`src/hw/rtl/dild_pkg.sv`:
```
// ----------------------------------------------------------------------------
// dild_pkg
// Types and constants shared by the discrete input lockout debouncer.
// ----------------------------------------------------------------------------
package dild_pkg;

    localparam int SAMPLE_W    = 8;
    localparam int CHECK_W     = 8;
    localparam int HOLD_W      = 16;
    localparam int SKIP_W      = 8;
    localparam int STATUS_W    = 3;
    localparam int CFG_INDEX_W = 2;
    localparam int CFG_DATA_W  = 16;

    localparam logic [CFG_INDEX_W-1:0] REG_HOLD_TICKS  = 2'd0;
    localparam logic [CFG_INDEX_W-1:0] REG_CHECK_BYTE  = 2'd1;
    localparam logic [CFG_INDEX_W-1:0] REG_FLASH_SKIP  = 2'd2;

    localparam logic [HOLD_W-1:0]  HOLD_TICKS_RESET  = 16'd10;
    localparam logic [CHECK_W-1:0] CHECK_BYTE_RESET  = 8'b1010_1010;
    localparam logic [SKIP_W-1:0]  FLASH_SKIP_RESET  = 8'd3;

    typedef struct packed {
        logic [SAMPLE_W-1:0] sample_bits;
        logic [CHECK_W-1:0]  echo_byte;
        logic                thermal_fault;
        logic                supply_missing;
        logic                flash_busy;
    } poll_t;

    typedef struct packed {
        logic [SAMPLE_W-1:0] channel_levels;
        logic [SAMPLE_W-1:0] changed_mask;
        logic [STATUS_W-1:0] status_bits;
        logic                status_changed;
        logic                poll_used;
    } result_t;

    typedef struct packed {
        logic [HOLD_W-1:0]  hold_ticks;
        logic [CHECK_W-1:0] expected_check_byte;
        logic [SKIP_W-1:0]  flash_skip_polls;
    } cfg_regs_t;

endpackage

```
`src/hw/rtl/dild_core.sv`:
```
// ----------------------------------------------------------------------------
// dild_core
// Channel state, hold counters, status and flash skip logic for one poll.
// ----------------------------------------------------------------------------
module dild_core
    import dild_pkg::*;
#(
    parameter int CHANNELS    = 8,
    parameter int COUNT_WIDTH = 16
)
(
    input  logic      clk,
    input  logic      rst_n,
    input  logic      fire,
    input  poll_t     poll,
    input  cfg_regs_t cfg,
    output result_t   result
);

    localparam int CMP_W = (COUNT_WIDTH > HOLD_W) ? COUNT_WIDTH : HOLD_W;
    localparam logic [COUNT_WIDTH-1:0] COUNT_MAX = {COUNT_WIDTH{1'b1}};

    logic [CHANNELS-1:0]    level_reg;
    logic [CHANNELS-1:0]    level_next;
    logic [CHANNELS-1:0]    lock_reg;
    logic [CHANNELS-1:0]    lock_next;
    logic [COUNT_WIDTH-1:0] count_reg  [CHANNELS];
    logic [COUNT_WIDTH-1:0] count_next [CHANNELS];
    logic [COUNT_WIDTH-1:0] count_adv  [CHANNELS];
    logic [STATUS_W-1:0]    last_status_reg;
    logic [STATUS_W-1:0]    last_status_next;
    logic                   first_done_reg;
    logic [SKIP_W-1:0]      skip_reg;
    logic [SKIP_W-1:0]      skip_next;
    logic [STATUS_W-1:0]    status;
    logic [CHANNELS-1:0]    samples;
    logic                   used;

    always_comb
    begin
        status  = {poll.echo_byte != cfg.expected_check_byte,
                   poll.supply_missing, poll.thermal_fault};
        samples = CHANNELS'(poll.sample_bits);
        used    = first_done_reg && (status == '0) && !poll.flash_busy && (skip_reg == '0);

        last_status_next = last_status_reg;
        skip_next        = skip_reg;
        if (first_done_reg)
        begin
            last_status_next = status;
            if (status == '0)
            begin
                if (poll.flash_busy)
                    skip_next = cfg.flash_skip_polls;
                else if (skip_reg != '0)
                    skip_next = skip_reg - 1'b1;
            end
        end

        level_next = level_reg;
        lock_next  = lock_reg;
        for (int k = 0; k < CHANNELS; k++)
        begin
            count_adv[k] = (lock_reg[k] && count_reg[k] != COUNT_MAX) ?
                           count_reg[k] + 1'b1 : count_reg[k];
            count_next[k] = count_adv[k];
            if (used)
            begin
                if (!lock_reg[k])
                begin
                    if (samples[k] != level_reg[k])
                    begin
                        level_next[k] = samples[k];
                        lock_next[k]  = 1'b1;
                    end
                end
                else if (CMP_W'(count_adv[k]) >= CMP_W'(cfg.hold_ticks))
                begin
                    count_next[k] = '0;
                    lock_next[k]  = 1'b0;
                end
            end
        end

        result.channel_levels = SAMPLE_W'(level_next);
        result.changed_mask   = SAMPLE_W'(level_next ^ level_reg);
        result.status_bits    = status;
        result.status_changed = first_done_reg && (status != last_status_reg);
        result.poll_used      = used;
    end

    always_ff @(posedge clk or negedge rst_n)
    begin
        if (!rst_n)
        begin
            level_reg       <= '0;
            lock_reg        <= '0;
            last_status_reg <= '0;
            first_done_reg  <= 1'b0;
            skip_reg        <= '0;
            for (int k = 0; k < CHANNELS; k++)
                count_reg[k] <= '0;
        end
        else if (fire)
        begin
            level_reg       <= level_next;
            lock_reg        <= lock_next;
            last_status_reg <= last_status_next;
            first_done_reg  <= 1'b1;
            skip_reg        <= skip_next;
            for (int k = 0; k < CHANNELS; k++)
                count_reg[k] <= count_next[k];
        end
    end

endmodule

```
`src/hw/rtl/discrete_input_lockout_debouncer.sv`:
```
// ----------------------------------------------------------------------------
// discrete_input_lockout_debouncer
// Path: each poll word is registered at the input, its result word at the output.
// Throughput: one poll word per cycle unless the receiver stalls the result; the input
// and result registers each hold one word, and the channel state updates once per word.
// Reset: all channel levels, lockouts, counters and the skip count clear;
// configuration returns to hold 10, check byte 0xAA, flash skip 3.
// ----------------------------------------------------------------------------
module discrete_input_lockout_debouncer
    import dild_pkg::*;
#(
    parameter int CHANNELS    = 8,
    parameter int COUNT_WIDTH = 16
)
(
    input  logic                   clk,
    input  logic                   rst_n,
    input  logic                   poll_valid,
    output logic                   poll_ready,
    input  poll_t                  poll,
    output logic                   result_valid,
    input  logic                   result_ready,
    output result_t                result,
    input  logic                   cfg_valid,
    output logic                   cfg_ready,
    input  logic [CFG_INDEX_W-1:0] cfg_index,
    input  logic [CFG_DATA_W-1:0]  cfg_data
);

    cfg_regs_t cfg_reg;
    logic      in_valid_reg;
    poll_t     in_word_reg;
    logic      out_valid_reg;
    result_t   out_word_reg;
    result_t   core_result;
    logic      advance;
    logic      fire;

    assign advance    = !out_valid_reg || result_ready;
    assign fire       = in_valid_reg && advance;
    assign poll_ready = !in_valid_reg || advance;
    assign cfg_ready  = 1'b1;

    assign result_valid = out_valid_reg;
    assign result       = out_word_reg;

    always_ff @(posedge clk or negedge rst_n)
    begin
        if (!rst_n)
        begin
            cfg_reg.hold_ticks          <= HOLD_TICKS_RESET;
            cfg_reg.expected_check_byte <= CHECK_BYTE_RESET;
            cfg_reg.flash_skip_polls    <= FLASH_SKIP_RESET;
        end
        else if (cfg_valid)
        begin
            case (cfg_index)
                REG_HOLD_TICKS: cfg_reg.hold_ticks          <= cfg_data;
                REG_CHECK_BYTE: cfg_reg.expected_check_byte <= cfg_data[CHECK_W-1:0];
                REG_FLASH_SKIP: cfg_reg.flash_skip_polls    <= cfg_data[SKIP_W-1:0];
                default: ;
            endcase
        end
    end

    always_ff @(posedge clk or negedge rst_n)
    begin
        if (!rst_n)
        begin
            in_valid_reg  <= 1'b0;
            out_valid_reg <= 1'b0;
        end
        else
        begin
            if (poll_ready)
                in_valid_reg <= poll_valid;
            if (advance)
                out_valid_reg <= in_valid_reg;
        end
    end

    always_ff @(posedge clk)
    begin
        if (poll_valid && poll_ready)
            in_word_reg <= poll;
        if (fire)
            out_word_reg <= core_result;
    end

    dild_core #(
        .CHANNELS    (CHANNELS),
        .COUNT_WIDTH (COUNT_WIDTH)
    ) u_core (
        .clk    (clk),
        .rst_n  (rst_n),
        .fire   (fire),
        .poll   (in_word_reg),
        .cfg    (cfg_reg),
        .result (core_result)
    );

    a_stall_holds: assert property (@(posedge clk) disable iff (!rst_n)
        in_valid_reg && !advance |=> in_valid_reg && $stable(in_word_reg))
        else $error("input stage lost a stalled word");

    a_used_needs_clear_status: assert property (@(posedge clk) disable iff (!rst_n)
        out_valid_reg && out_word_reg.poll_used |-> out_word_reg.status_bits == '0)
        else $error("channel update while status set");

    a_change_needs_used: assert property (@(posedge clk) disable iff (!rst_n)
        out_valid_reg && out_word_reg.changed_mask != '0 |-> out_word_reg.poll_used)
        else $error("level change on an unused poll");

    a_fire_loads_result: assert property (@(posedge clk) disable iff (!rst_n)
        fire |=> out_valid_reg)
        else $error("result register not loaded");

endmodule

```
`config.mk`:
```
export PLATFORM = sky130hd
export DESIGN_NAME = discrete_input_lockout_debouncer
export DESIGN_NICKNAME = d
export VERILOG_FILES = /design/src/hw/rtl/dild_pkg.sv /design/src/hw/rtl/dild_core.sv /design/src/hw/rtl/discrete_input_lockout_debouncer.sv
export SDC_FILE = /design/constraint.sdc
export NUM_CORES = 1
export LEC_CHECK = 0
export BUFFER_PORTS_ARGS = -buffer_cell sky130_fd_sc_hd__buf_2
export CAP_MARGIN = 20
export CORE_MARGIN = 10
export CORE_UTILIZATION = 25
export DETAILED_ROUTE_END_ITERATION = 12
export SLEW_MARGIN = 5
export SYNTH_ARGS = -nofsm -noshare
export SYNTH_HDL_FRONTEND = slang
export SYNTH_SLANG_ARGS = --single-unit
```
`constraint.sdc`:
```
create_clock -name clk -period 3.8 [get_ports clk]
set_clock_uncertainty 0.15 [all_clocks]
set_input_delay 0.38 -clock clk [delete_from_list [all_inputs] [get_ports clk]]
set_output_delay 0.38 -clock clk [all_outputs]
set_load 0.005 [all_outputs]
```
==> metrics.txt <==
CTS H-tree depth 1; top_reg_cell synth dfrtp_1; CP startpoint kind register; crit-path max cell delay 530 ps; Worst path slowest cell or4_1; Post-synth EDFFs 40; area of the multi-input gates 9400 um^2; antenna fix cells 0; largest net degree at the start of global routing 92; max reg flops 128; total clock sinks 230; P_leak 8.41 nW; storage element area 5970 um^2; f_max 275 MHz; vias 13200; post-route ant nets 0; DR vias/cell 4.82; Ports 66; cells after synthesis 1695; setup violators final 0; worst-margin pin slew 914 ps; CTS Buf Count 28; WS Path Type register to register; Seq/Total Area, Yosys 0.382; Yosys cell types 84; core footprint 61800 um^2; Filler cells 6362; met1 wire length 20.4 mm; Die Wd 270 um; #FFs+latches synth 230; PwrDens 410 nW/um^2; status finished, final reports clean; vias in the first global route 13200; WL final 44.9 mm; Mapped Nets 1874; layout cells sized above 1 0.176; Avg Inst Size Synth 9.22 um^2; max cap viols 0; CP max FO 12; GR Overflow Total 0; gr usage total 0.119; CP Capture Type register; Synth warnings 0; area delta synth->final 22.8%; total negative slack 0 ps; critical-path cell list nand4_1 -> o41ai_4 -> nor3_2 -> buf_4 -> nand3_1 -> xnor2_1 -> ha_1 -> nand4_1 -> or4_1 -> o32a_1 -> a211oi_4 -> a21oi_1 -> a21o_1; root buffer cell clkbuf_16; most used cell, CP nand4_1; fin. max-slew vios 0; Critical Path RT 4100 ps; Hold WC Path Type primary input to register; worst hold margin 45.5 ps; crit path time final 3630 ps; Worst-path clk slew 60 ps; Rel. slew slack 0.390; Fin. Hold Viols 0; mapped cell area 15600 um^2; DR pass1 iterations 5; # port buffers 64; Met2 Routed Length 21.1 mm; Final nets 2062; first-pass GRT wire length 71.5 mm; Site Rows 91; Residual DRC 0; worst vdd rail ir drop 0.289 mV; wire length per cell 16.4 um; Final Cycle Share 0.957; clk_lat worst skew 580 ps; WL met3 1.94 mm; Initial Util 0.253; DR top layer met4; Die Y 270 um; Initial DRC Count 918; global placement routability congestion 0.885; initial antenna violation count 0; dpl hpwl 32.2 mm; Worst Path Arrival 3930 ps; die area 72900 um^2; Max Root-Sink Buffers 3; CTS tree done; Post-synth ARST share 0.826
[layout by cell type, fill, tap and decap left out, types with 6 or more instances in the layout]
master,n
nor2_1,190
dfrtp_1,181
nand2_1,170
ha_1,136
xnor2_1,122
buf_4,118
xor2_1,89
o21ai_0,81
nand3_1,77
a21oi_1,65
buf_2,63
nor3_1,53
nand4_1,51
inv_1,48
edfxtp_1,40
mux2_2,39
dlygate4sd3_1,38
and3_1,30
clkbuf_16,28
and4_1,19
or3_1,16
nand2b_1,13
o31ai_1,13
and2_1,12
a21o_1,11
nor2b_1,8
a22o_1,8
dfstp_2,8
o21a_1,7
nor4_1,6
a211oi_1,6
nand3b_1,6
o2bb2ai_1,6
clkinv_2,6
[where the power goes]
| group | total, W | internal (W) | switching, W | leakage, nW |
|---|---|---|---|---|
| combinational | 0.00207 | 0.000872 | 0.00120 | 5.15 |
| clock | 0.00276 | 0.00164 | 0.00111 | 0.460 |
| sequential | 0.00303 | 0.00277 | 0.000254 | 2.80 |
| total | 0.00786 | 0.00529 | 0.00257 | 8.41 |
[repair_timing]
| action | 4_1_cts | 5_1_grt |
|---|---|---|
| hold buffers | 38 | 0 |
| gates cloned | 0 | 0 |
| endpoints found under the hold margin | 139 | 0 |
| pin swaps | 0 | 14 |
| resized for setup | 1 | 35 |
| setup buffers | 0 | 20 |
| setup endpoints to repair | 8 | 106 |
[worst max-delay path: cells and delay by family, from the launching register on]
kind,cells,cell delay (ps)
compound gates,5,1340
simple gates,5,1080
flops,1,400
fa+ha+maj,1,300
buf+inv,1,180
xor+xnor,1,80
[metrics by stage]
stage	cells	utilization	setup slack (ps)	total power (W)	instance area [um^2]
6_report	2741	0.310	165	0.00786	19200
5_1_grt	2741	0.310	-44.4	0.00835	19200
2_1_floorplan	1695	-	13.6	0.00431	15700
3_5_place_dp	2632	0.284	-126	0.00504	17500
3_3_place_gp	2632	0.284	49.1	0.00497	17500
4_1_cts	2721	0.305	20.1	0.00787	18900
[area by class of cell]
type,count,share of cell area
clock buffers,32,0.0378
clock inverters,19,0.0114
inverters,50,0.00978
multi-input cells,1350,0.490
flip-flops and latches,230,0.311
well taps,837,0.0546
repair buffers,223,0.0858
[per-layer routing]
layer,vias to the layer above,GRT usage
li1,6416,-
met4,0,0.0390
met5,-,0
met2,286,0.200
met1,6414,0.155
met3,91,0.0171
[cells by family after synthesis]
kind of cell | share of synthesized area
buf+inv | 0.0296
other cells | 0.000240
simple gates | 0.215
compound gates | 0.115
xor+xnor | 0.118
fa+ha+maj | 0.110
flops | 0.382
mux | 0.0307
[path summary, 6_finish.rpt]
kind                                 startpoint                   end  slack [ps]  cells after the start
max                        u_core.count_reg[25]  u_core.count_reg[24]         170                     13
min                                cfg_index[1]           cfg_reg[17]          50                      4
max reg2reg                u_core.count_reg[25]  u_core.count_reg[24]         170                     13
min reg2reg                          cfg_reg[2]            cfg_reg[2]         360                      1
max in group asynchronous                 rst_n           cfg_reg[19]        2210                      3
min in group asynchronous                 rst_n  u_core.count_reg[54]         300                      2
[synthesized netlist by cell type (13+ instances only)]
cell | count | area (um^2)
edfxtp_1 | 40 | 1200
xor2_1 | 89 | 780
or3_1 | 16 | 100
nand2_1 | 171 | 642
inv_1 | 48 | 180
dfrtp_1 | 182 | 4550
mux2_2 | 39 | 439
xnor2_1 | 122 | 1070
and4_1 | 19 | 166
ha_1 | 137 | 1710
clkbuf_1 | 45 | 169
nand2b_1 | 13 | 81.3
nand4_1 | 51 | 319
o31ai_1 | 13 | 97.6
and3_1 | 32 | 200
nor3_1 | 56 | 280
nand3_1 | 79 | 395
nor2_1 | 195 | 732
o21ai_0 | 82 | 410
a21oi_1 | 66 | 330
(Power assumes the default switching activity.)
